--- config.mk ---
export PLATFORM = sky130hd
export DESIGN_NAME = bhe_ctrl
export DESIGN_NICKNAME = d
export VERILOG_FILES = /design/src/hdl/bhe_pkg.sv /design/src/hdl/bhe_ctrl.sv
export SDC_FILE = /design/constraint.sdc
export NUM_CORES = 1
export LEC_CHECK = 0
export BUFFER_PORTS_ARGS = -buffer_cell sky130_fd_sc_hd__buf_2
export CELL_PAD_IN_SITES_DETAIL_PLACEMENT = 0
export CELL_PAD_IN_SITES_GLOBAL_PLACEMENT = 1
export CORE_MARGIN = 3
export CORE_UTILIZATION = 23
export DETAILED_ROUTE_END_ITERATION = 10
export PLACE_DENSITY_LB_ADDON = 0.1
export SYNTH_ARGS = -nofsm -noshare
export SYNTH_HDL_FRONTEND = slang
export SYNTH_SLANG_ARGS = --single-unit
--- constraint.sdc ---
create_clock -name clk -period 4 [get_ports clk]
set_input_delay 0.8 -clock clk [delete_from_list [all_inputs] [get_ports clk]]
set_output_delay 0.8 -clock clk [all_outputs]
set_load 0.03 [all_outputs]
--- src/hdl/bhe_pkg.sv ---
// Shared types and constants of the Bezier Horner evaluator.
package bhe_pkg;

  localparam int CURVE_W = 4;
  localparam int COORD_W = 3;
  localparam int DEG_W   = 6;

  localparam logic [DEG_W-1:0] DEGREE_RESET    = 6'd3;
  localparam logic [DEG_W-1:0] HW_DEGREE_LIMIT = 6'd61;
  localparam logic             OPER_LOAD       = 1'b0;
  localparam logic             OPER_EVAL       = 1'b1;
  localparam logic [16:0]      Q_ONE           = 17'd65536;
  localparam logic [80:0]      TERM_CAP        = 81'd1 << 48;

  typedef enum logic [4:0] {
    OP_NONE, OP_STORE, OP_START,
    OP_BE_M0, OP_BE_M1, OP_BE_ADD, OP_BE_WR,
    OP_BN_M0, OP_BN_M1, OP_BN_ADD, OP_DIV, OP_BN_DONE,
    OP_INIT, OP_ABS, OP_T1, OP_T2, OP_T3, OP_T4, OP_T5, OP_T6, OP_T7,
    OP_EMIT
  } op_t;

  typedef enum logic [4:0] {
    ST_IDLE,
    ST_BE_M0, ST_BE_M1, ST_BE_ADD, ST_BE_WR,
    ST_BN_M0, ST_BN_M1, ST_BN_ADD, ST_DIV, ST_BN_DONE,
    ST_E_RD0, ST_E_INIT, ST_IT_RD, ST_IT_ABS,
    ST_T1, ST_T2, ST_T3, ST_T4, ST_T5, ST_T6, ST_T7,
    ST_EMIT
  } state_t;

  typedef struct packed {
    op_t                op;
    logic [CURVE_W-1:0] curve;
    logic [COORD_W-1:0] coord;
    logic [DEG_W-1:0]   idx;
    logic [DEG_W-1:0]   degree;
    logic               err;
    logic               last;
  } cmd_t;

endpackage

--- src/hdl/bhe_ctrl.sv ---
// Controller: sequences coefficient preparation, per-coordinate Horner steps and output.
module bhe_ctrl import bhe_pkg::*; #(
  parameter int MAX_DEGREE = 31,
  parameter int NUM_CURVES = 4,
  parameter int DIMENSIONS = 4
) (
  input  logic             clk,
  input  logic             rst_n,
  input  logic             in_valid,
  output logic             in_ready,
  input  logic             in_operation,
  input  logic             cfg_valid,
  output logic             cfg_ready,
  input  logic [DEG_W-1:0] cfg_curve_degree,
  input  logic             out_free,
  output cmd_t             cmd
);

  localparam int CW = (NUM_CURVES > 1) ? $clog2(NUM_CURVES) : 1;
  localparam int DW = (DIMENSIONS > 1) ? $clog2(DIMENSIONS) : 1;

  state_t           state_r, state_nxt;
  logic [DEG_W-1:0] deg_r;
  logic [DEG_W-1:0] i_r, i_nxt;
  logic [5:0]       div_r, div_nxt;
  logic [CW-1:0]    c_r, c_nxt;
  logic [DW-1:0]    d_r, d_nxt;
  logic             err;
  logic             last;

  // degree changes only between evaluations
  assign cfg_ready = (state_r == ST_IDLE) && !in_valid;
  assign err  = (deg_r > HW_DEGREE_LIMIT) || (32'(deg_r) > MAX_DEGREE);
  assign last = (c_r == CW'(NUM_CURVES - 1)) && (d_r == DW'(DIMENSIONS - 1));

  always_ff @(posedge clk) begin
    if (!rst_n) begin
      state_r <= ST_IDLE;
      deg_r   <= DEGREE_RESET;
      i_r     <= '0;
      div_r   <= '0;
      c_r     <= '0;
      d_r     <= '0;
    end else begin
      state_r <= state_nxt;
      i_r     <= i_nxt;
      div_r   <= div_nxt;
      c_r     <= c_nxt;
      d_r     <= d_nxt;
      if (cfg_valid && cfg_ready) begin
        deg_r <= cfg_curve_degree;
      end
    end
  end

  always_comb begin
    state_nxt  = state_r;
    i_nxt      = i_r;
    div_nxt    = div_r;
    c_nxt      = c_r;
    d_nxt      = d_r;
    in_ready   = (state_r == ST_IDLE);
    cmd.op     = OP_NONE;
    cmd.curve  = CURVE_W'(c_r);
    cmd.coord  = COORD_W'(d_r);
    cmd.idx    = (state_r == ST_E_RD0) ? '0 : i_r;
    cmd.degree = deg_r;
    cmd.err    = err;
    cmd.last   = last;
    unique case (state_r)
      ST_IDLE: begin
        if (in_valid) begin
          if (in_operation == OPER_EVAL) begin
            cmd.op    = OP_START;
            c_nxt     = '0;
            d_nxt     = '0;
            i_nxt     = 6'd1;
            state_nxt = (err || deg_r == '0) ? ST_E_RD0 : ST_BE_M0;
          end else begin
            cmd.op = OP_STORE;
          end
        end
      end
      ST_BE_M0: begin
        cmd.op    = OP_BE_M0;
        state_nxt = ST_BE_M1;
      end
      ST_BE_M1: begin
        cmd.op    = OP_BE_M1;
        state_nxt = ST_BE_ADD;
      end
      ST_BE_ADD: begin
        cmd.op    = OP_BE_ADD;
        state_nxt = ST_BE_WR;
      end
      ST_BE_WR: begin
        cmd.op    = OP_BE_WR;
        state_nxt = (i_r == deg_r) ? ST_E_RD0 : ST_BN_M0;
      end
      ST_BN_M0: begin
        cmd.op    = OP_BN_M0;
        state_nxt = ST_BN_M1;
      end
      ST_BN_M1: begin
        cmd.op    = OP_BN_M1;
        state_nxt = ST_BN_ADD;
      end
      ST_BN_ADD: begin
        cmd.op    = OP_BN_ADD;
        div_nxt   = '0;
        state_nxt = ST_DIV;
      end
      ST_DIV: begin
        cmd.op  = OP_DIV;
        div_nxt = div_r + 6'd1;
        if (div_r == 6'd63) begin
          state_nxt = ST_BN_DONE;
        end
      end
      ST_BN_DONE: begin
        cmd.op    = OP_BN_DONE;
        i_nxt     = i_r + 6'd1;
        state_nxt = ST_BE_M0;
      end
      ST_E_RD0: begin
        state_nxt = ST_E_INIT;
      end
      ST_E_INIT: begin
        cmd.op = OP_INIT;
        if (err || deg_r == '0) begin
          state_nxt = ST_EMIT;
        end else begin
          i_nxt     = 6'd1;
          state_nxt = ST_IT_RD;
        end
      end
      ST_IT_RD: begin
        state_nxt = ST_IT_ABS;
      end
      ST_IT_ABS: begin
        cmd.op    = OP_ABS;
        state_nxt = ST_T1;
      end
      ST_T1: begin
        cmd.op    = OP_T1;
        state_nxt = ST_T2;
      end
      ST_T2: begin
        cmd.op    = OP_T2;
        state_nxt = ST_T3;
      end
      ST_T3: begin
        cmd.op    = OP_T3;
        state_nxt = ST_T4;
      end
      ST_T4: begin
        cmd.op    = OP_T4;
        state_nxt = ST_T5;
      end
      ST_T5: begin
        cmd.op    = OP_T5;
        state_nxt = ST_T6;
      end
      ST_T6: begin
        cmd.op    = OP_T6;
        state_nxt = ST_T7;
      end
      ST_T7: begin
        cmd.op = OP_T7;
        if (i_r == deg_r) begin
          state_nxt = ST_EMIT;
        end else begin
          i_nxt     = i_r + 6'd1;
          state_nxt = ST_IT_RD;
        end
      end
      ST_EMIT: begin
        if (out_free) begin
          cmd.op = OP_EMIT;
          if (last) begin
            state_nxt = ST_IDLE;
          end else begin
            state_nxt = ST_E_RD0;
            if (d_r == DW'(DIMENSIONS - 1)) begin
              d_nxt = '0;
              c_nxt = c_r + CW'(1);
            end else begin
              d_nxt = d_r + DW'(1);
            end
          end
        end
      end
      default: state_nxt = ST_IDLE;
    endcase
  end

  a_emit_free: assert property (@(posedge clk) disable iff (!rst_n)
    cmd.op == OP_EMIT |-> out_free) else $error("emit into full output register");

  a_div_range: assert property (@(posedge clk) disable iff (!rst_n)
    state_r == ST_DIV |-> i_r < deg_r) else $error("coefficient update past degree");

  a_last_idle: assert property (@(posedge clk) disable iff (!rst_n)
    (cmd.op == OP_EMIT && cmd.last) |=> state_r == ST_IDLE)
    else $error("evaluation not finished after last result");

  a_step_range: assert property (@(posedge clk) disable iff (!rst_n)
    state_r == ST_IT_ABS |-> (i_r != '0 && i_r <= deg_r && !err))
    else $error("Horner step index out of range");

endmodule

Word-level counts from Yosys, hierarchy flattened
Index checks and enable logic that the tools add are counted.
Widths: inputs -> output; s select.
{"block": "op_classes", "n_addsub": 4, "n_mul": 0, "n_div": 0, "magnitude_cmp": 2, "eq_ne": 33, "shift": 0, "n_mux": 31, "bitwise_logic": 0, "n_reduce_logical": 15}
{"operator": "$pmux 5 s22", "n": 1}
{"operator": "$pmux 5 s20", "n": 1}
{"operator": "$eq 5x4->1 const B", "n": 8}
{"operator": "$mux 5", "n": 7}
{"operator": "$eq 5x5->1 const B", "n": 6}
{"operator": "$mux 6", "n": 5}
{"operator": "$pmux 6 s4", "n": 1}
{"operator": "$eq 5x3->1 const B", "n": 4}
{"operator": "$mux 2", "n": 10}
{"operator": "$ne 2x2->1 const B", "n": 7}
{"operator": "$add 6x1->6 const B", "n": 2}
{"operator": "$mux 4", "n": 3}
{"operator": "$pmux 6 s2", "n": 1}
{"operator": "$eq 5x2->1 const B", "n": 2}
{"operator": "$reduce_and 5->1", "n": 2}
{"operator": "$pmux 2 s2", "n": 2}
{"operator": "$eq 6x6->1", "n": 1}
{"operator": "$eq 6x6->1 const B", "n": 1}
{"operator": "$gt 6x5->1 const B", "n": 1}
{"operator": "$gt 6x6->1 const B", "n": 1}
{"operator": "$logic_not 6->1", "n": 1}
{"operator": "$reduce_and 6->1", "n": 1}
{"operator": "$eq 5x1->1 const B", "n": 1}
{"operator": "$logic_not 5->1", "n": 1}
{"operator": "9 further kinds", "n": 15}
{"block": "totals", "regBits": 27, "latch_bits": 0, "mem_bits_rw": 0, "mem_bits_ro": 0, "output_inout_bits": 28, "elab_cells": 91, "n_memories": 0}

Logic depth before layout (Yosys ltp)
Gate-level depths: netlist (run 1).
{"block": "depth", "depth_word": 7, "ltp_mapped": 7, "depth_no_buf": 6}

Worst setup path before layout (run 1)
Ideal clock, no wire load.
{"block": "synth_path", "path_kind": "reg2out", "start": "reg state_r[2]", "end": "out cmd[22] (netlist bit)", "arrival_time_ns": 1.806, "path_slack_ns": 1.394, "stages_incl_launch_ff": 7, "path_buffers": 2, "cell_sequence": "dfxtp_1 buf_2 buf_1 nand2_1 nor2_1 a21oi_1 o21ai_0"}
{"item": "from (decl)", "line_no": "bhe_ctrl.sv:22", "source": "state_t state_r, state_nxt;"}
{"item": "from (signal assigned)", "line_no": "bhe_ctrl.sv:45", "source": "state_r <= state_nxt;"}
{"item": "to (decl)", "line_no": "bhe_ctrl.sv:16", "source": "output cmd_t cmd"}

==> flow_summary.toml, run 1 <==
[die]
initial_utilization_pct = 24.29
num_rows = 33
die_w_um = 100.3
core_area_mm2 = 0.008423
die_area_mm2 = 0.01006
die_h_um = 100.3
io_pins = 40

[power_and_ir_drop]
p_clk_share_pct = 14.2
switchingPower_uw = 607.9
p_per_area_mw_per_mm2 = 523.3
ir_worst_vdd_uv = 183.8
combPwrFrac_pct = 54.8
power.share.switching_pct = 49.94
pwr-share-seq_pct = 31.0
leakagePower_uw = 0.0008798
p_int_uw = 609.3

[synthesis]
synth_area_mm2 = 0.002046
synth_edf_count = 0
ys_seq_area_share_pct = 26.42
synth_seq_cells = 27
synthTopCellsByCount = "27 x dfxtp_1, 27 x nand2_1, 22 x nor2_1"
ys_types = 62
syn_avg_cell_area_um2 = 7.633
netlist.area_leader.share_pct = 26.42
async_flop_share_pct = 0
netlist_instances = 268
ys.warnings.count = 0
ys.flop_type = "dfxtp_1"
synth_top_area_cell = "dfxtp_1"
ys_top_cells_by_area = "dfxtp_1 26%, nand2_1 5.0%, nor2_1 4.0%"

[timing]
setup_viol_count_final = 0
post-route-min-period_ns = 2.940
hold_violations = 0
holdWs_ns = 0.4811
finClkSkew_ns = 0.007832
slew_viol_final = 0
fin_ws_ns = 1.060
fmax_mhz = 340.2
final.setup.tns_ns = 0
rsz0062_at_grt = "no"
slew-limit-headroom_pct = 45.08
finalCritPeriodShare_pct = 73.49
tightestPinTransition_ns = 0.8227

[layout]
multiInputGateArea_mm2 = 0.001368
instances_no_fill = 397
regArea_um2 = 540.5
nNetsFinal = 309
drive_above_1_share_pct = 18.84
antenna_cells = 0
synthToLayoutAreaGrowth_pct = 13.70
design_area_mm2 = 0.002326
fillerInstances = 963

[detailed_routing]
vias = 1993
wl_um = 6224
wl_per_cell_um = 15.68
drtIter0Drc = 61
drt-pass1-iter-count = 4
ant_nets = 0
drc_errors = 0
drt-vias-per-instance = 5.020

[outcome]
status = "complete, no violations"

[critical_path]
start_kind = "flop"
r2r_end = "i_r[4]$_SDFFE_PN0P_"
cp_data_arrival_time_ns = 2.14
end_kind = "primary output"
critPathBufInv = 2
reg2reg_depth = 6
cp_top_family = "flip-flops"
r2r_start = "state_r[0]$_SDFFE_PN0P_"
r2r_setup_slack_ns = 1.50
crit_chain = "inv_2 > nor2_1 > nand3_1 > and2_1 > buf_2"
path_max_fanout = 23
cp.required_ns = 3.20
critical_path_class = "flop to primary output"
max_stage_delay_ns = 0.81
slowest_stage = "dfxtp_1"

[clock_tree]
clock-root-buffer = "clkbuf_8"
cts_hold_buf = 0
cts_resized = 0
cts_made_buffers = 3
clk_pin_slew_worst_paths_ns = 0.10
cts_num_sinks = 27
htree_levels = 1
cts_setup_buffers = 0
clock_latency_ns = 0.29
cts_tree = "yes"
clockBufferDepth = 2

[min_path]
hold_class = "flop to flop"
min_from = "d_r[1]$_SDFFE_PN0P_"
min_path_cells = 2
hold_end = "d_r[1]$_SDFFE_PN0P_"

[placed_design]
gp_congestion = 0.7614
post-dp-hpwl_um = 4727
io_buffers = 36
pre_cts_slack_ns = 1.328
dpl_cell_area_mm2 = 0.002277
dp_cells = 393

[grt]
antenna_found_initial = 0
overflow = 0
grt_max_degree = 32
first_global_vias = 1885
grt_usage_pct = 12.72
grt_pass1_wl_um = 10150

[flow_run]
drv_cap = 0
[power groups by stage]
stage / Sequential (uW) / Clock, uW / Combinational, uW
2_1_floorplan: 347 / 0 / 538
6_report: 377 / 173 / 667
3_5_place_dp: 385 / 0 / 675
3_3_place_gp: 385 / 0 / 684
5_1_grt: 389 / 192 / 740
4_1_cts: 378 / 184 / 678
[metal layers]
metal,part of all wire [%],routed length [um],global-route usage [%]
met5,0,0,0
met2,43,2676,18.25
met1,49,3078,19.43
met3,6.6,408,2.085
met4,0.98,61,3.420
[registers in the layout, indices dropped and copies added (netlist names)]
| register | count |
|---|---|
| c_r | 2 |
| d_r | 2 |
| deg_r | 6 |
| div_r | 6 |
| i_r | 6 |
| state_r | 5 |
[placed cells by master, fill, tap and decap left out, types with 4 or more instances in the layout]
| cell type | instances |
|---|---|
| buf_2 | 36 |
| nand2_1 | 27 |
| dfxtp_1 | 27 |
| nor2_1 | 22 |
| o21ai_0 | 15 |
| nand3_1 | 12 |
| a21oi_1 | 10 |
| nor3_1 | 10 |
| nor2b_1 | 8 |
| and2_1 | 8 |
| a31oi_1 | 8 |
| inv_1 | 7 |
| o22ai_1 | 7 |
| mux2i_1 | 7 |
| nand2b_1 | 6 |
| xnor2_1 | 6 |
| nand4b_1 | 4 |
| ha_1 | 4 |
[final cells by class]
cell class / count / area share (%)
Timing Repair Buffer: 39 / 8.714
Inverter: 9 / 1.506
Clock inverter: 1 / 0.3228
Tap cell: 105 / 5.648
Clock buffer: 3 / 1.775
Sequential cell: 27 / 23.24
Multi-Input combinational cell: 213 / 58.80
[through the flow]
stage / utilization [%] / power [uW]
after floorplan: - / 884.8
after global placement: 27.04 / 1069
after detailed placement: 27.04 / 1060
after CTS: 27.61 / 1240
after global routing: 27.61 / 1322
final: 27.61 / 1217
[how the worst max path moves through the flow]
stage / start / endpoint / slack [ns] / depth (start not counted)
after floorplan: state_r[2]$_SDFFE_PN0P_ / cmd[22] / 1.39 / 6
after global placement: state_r[3]$_SDFFE_PN0P_ / cmd[8] / 1.36 / 5
after detailed placement: state_r[3]$_SDFFE_PN0P_ / cmd[8] / 1.33 / 5
after CTS: state_r[3]$_SDFFE_PN0P_ / cmd[8] / 1.0 / 5
after global routing: state_r[3]$_SDFFE_PN0P_ / cmd[12] / 0.81 / 5
final: state_r[3]$_SDFFE_PN0P_ / cmd[8] / 1.06 / 5
[cell families (layout without fill, tap and decap cells)]
group           after synthesis  after routing  share of synthesized area [%]
fa+ha+maj                     4              4                          2.447
compound gates               67             67                          21.90
buf+inv                      30             52                          7.095
flops                        27             27                          26.42
other cells                   1              3                         0.1833
xor+xnor                      8              8                          3.425
mux                           9              9                          4.526
simple gates                122            122                          34.01
[tightest hold or removal path, cell delays in order, from the launching register on]
cell	delay [ns]
dfxtp_1	0.34
nand2_1	0.06
a21boi_1	0.05
Note: power is estimated with default switching activity, not from simulation.
==> inputs of run 2 (changes only) <==
clock period = 2.4 ns   (was 4 ns; I/O delays follow)
==> run 2 against run 1 <==
Via count increased by 2.4%; die area unchanged; non-clock buffer count increased by 13; critical endpoint is now cmd[21]; largest cell class unchanged.
==> flow_summary.toml, run 2 (synthesized netlist as in run 1, its figures left out) <==
[grt]
overflow = 0
antenna_found_initial = 0
first_global_vias = 1893
grt_usage_pct = 12.39
grt_pass1_wl_um = 9929
grt_max_degree = 26

[critical_path]
critical_path_class = "flop to primary output"
path_max_fanout = 12
start_kind = "flop"
cp_data_arrival_time_ns = 1.74
cp.required_ns = 1.92
reg2reg_depth = 6
end_kind = "primary output"

[clock_tree]
cts_made_buffers = 3
cts_hold_buf = 0
cts_num_sinks = 27
clock-root-buffer = "clkbuf_8"
clk_pin_slew_worst_paths_ns = 0.11
clockBufferDepth = 2
cts_setup_buffers = 0
cts_tree = "yes"
htree_levels = 1
clock_latency_ns = 0.28
cts_resized = 0

[layout]
synthToLayoutAreaGrowth_pct = 18.41
nNetsFinal = 322
most-common-layout-cells = "36 x buf_2, 27 x nand2_1, 26 x dfxtp_1, 22 x nor2_1, 16 x buf_4"
multiInputGateArea_mm2 = 0.001368
antenna_cells = 0
reg_top3 = "deg_r: 6 flops, div_r: 6 flops, i_r: 6 flops"
fillerInstances = 940
drive_above_1_share_pct = 22.62
design_area_mm2 = 0.002422
layout_commonest_cell = "buf_2"
regArea_um2 = 541.8

[detailed_routing]
ant_nets = 0
wl_um = 6231
drt-pass1-iter-count = 4
drtIter0Drc = 84
drt-vias-per-instance = 4.978
wl_per_cell_um = 15.20
drc_errors = 0
vias = 2041

[timing]
post-route-min-period_ns = 2.219
final.setup.tns_ns = 0
finalCritPeriodShare_pct = 92.44
slew-limit-headroom_pct = 63.88
tightestPinTransition_ns = 0.5394
hold_violations = 0
holdWs_ns = 0.4070
finClkSkew_ns = 0.006132
slew_viol_final = 0
setup_viol_count_final = 0
fin_ws_ns = 0.1814
rsz0062_at_grt = "no"
fmax_mhz = 450.7

[power_and_ir_drop]
ir_worst_vdd_uv = 278.3
leakagePower_uw = 0.0009473
power_uw = 2128
p_per_area_mw_per_mm2 = 878.6

[die]
die_area_mm2 = 0.01006
die_h_um = 100.3
core_area_mm2 = 0.008423
num_rows = 33
initial_utilization_pct = 24.29
io_pins = 40
die_w_um = 100.3

[min_path]
hold_class = "input pin to flop"
min_path_cells = 3

[flow_run]
drv_cap = 0

[placed_design]
gp_congestion = 0.7696
pre_cts_slack_ns = 0.3317
post-dp-hpwl_um = 4880
io_buffers = 36
dpl_cell_area_mm2 = 0.002375

[outcome]
status = "complete, no violations"
==> run 2: where the power goes <==
| part | total, uW | internal, uW | switching, uW | leakage, uW |
|---|---|---|---|---|
| sequential | 589 | 497 | 92.0 | 0.000219 |
| clock | 279 | 117 | 162 | 0.0000255 |
| combinational | 1260 | 483 | 777 | 0.000703 |
==> run 2: layout make-up <==
cell class | instances | area share, %
well taps | 105 | 5.424
clock buffers | 3 | 1.705
flip-flops and latches | 27 | 22.37
clock inverters | 1 | 0.2066
inverters | 9 | 1.446
multi-input cells | 213 | 56.46
repair buffers | 52 | 12.40
==> run 2: critical path, stage by stage (launching register included) <==
cell     delay (ns)
dfxtp_1        0.46
nor4_4         0.44
nand2_4        0.14
o21ai_0        0.20
buf_2          0.23
==> run 2: metrics by stage <==
stage          instances  utilization [%]
3_5_place_dp         406            28.19
2_1_floorplan        270                -
3_3_place_gp         406            28.19
5_1_grt              410            28.76
4_1_cts              410            28.74
6_report             410            28.76
==> run 2: final timing paths <==
path                           endpoint                    start  slack, ns
setup / recovery                cmd[21]  state_r[4]$_SDFFE_PN0P_       0.18
hold / removal    deg_r[1]$_SDFFE_PN1P_      cfg_curve_degree[1]       0.41
setup reg to reg    i_r[4]$_SDFFE_PN0P_  state_r[0]$_SDFFE_PN0P_       0.31
hold reg to reg     d_r[1]$_SDFFE_PN0P_      d_r[1]$_SDFFE_PN0P_       0.48
==> run 2: metal layers <==
metal | GRT usage (%) | wire, um
met5 | 0 | 0
met2 | 18.45 | 2590
met4 | 3.005 | 73
met1 | 18.62 | 3292
met3 | 1.807 | 275
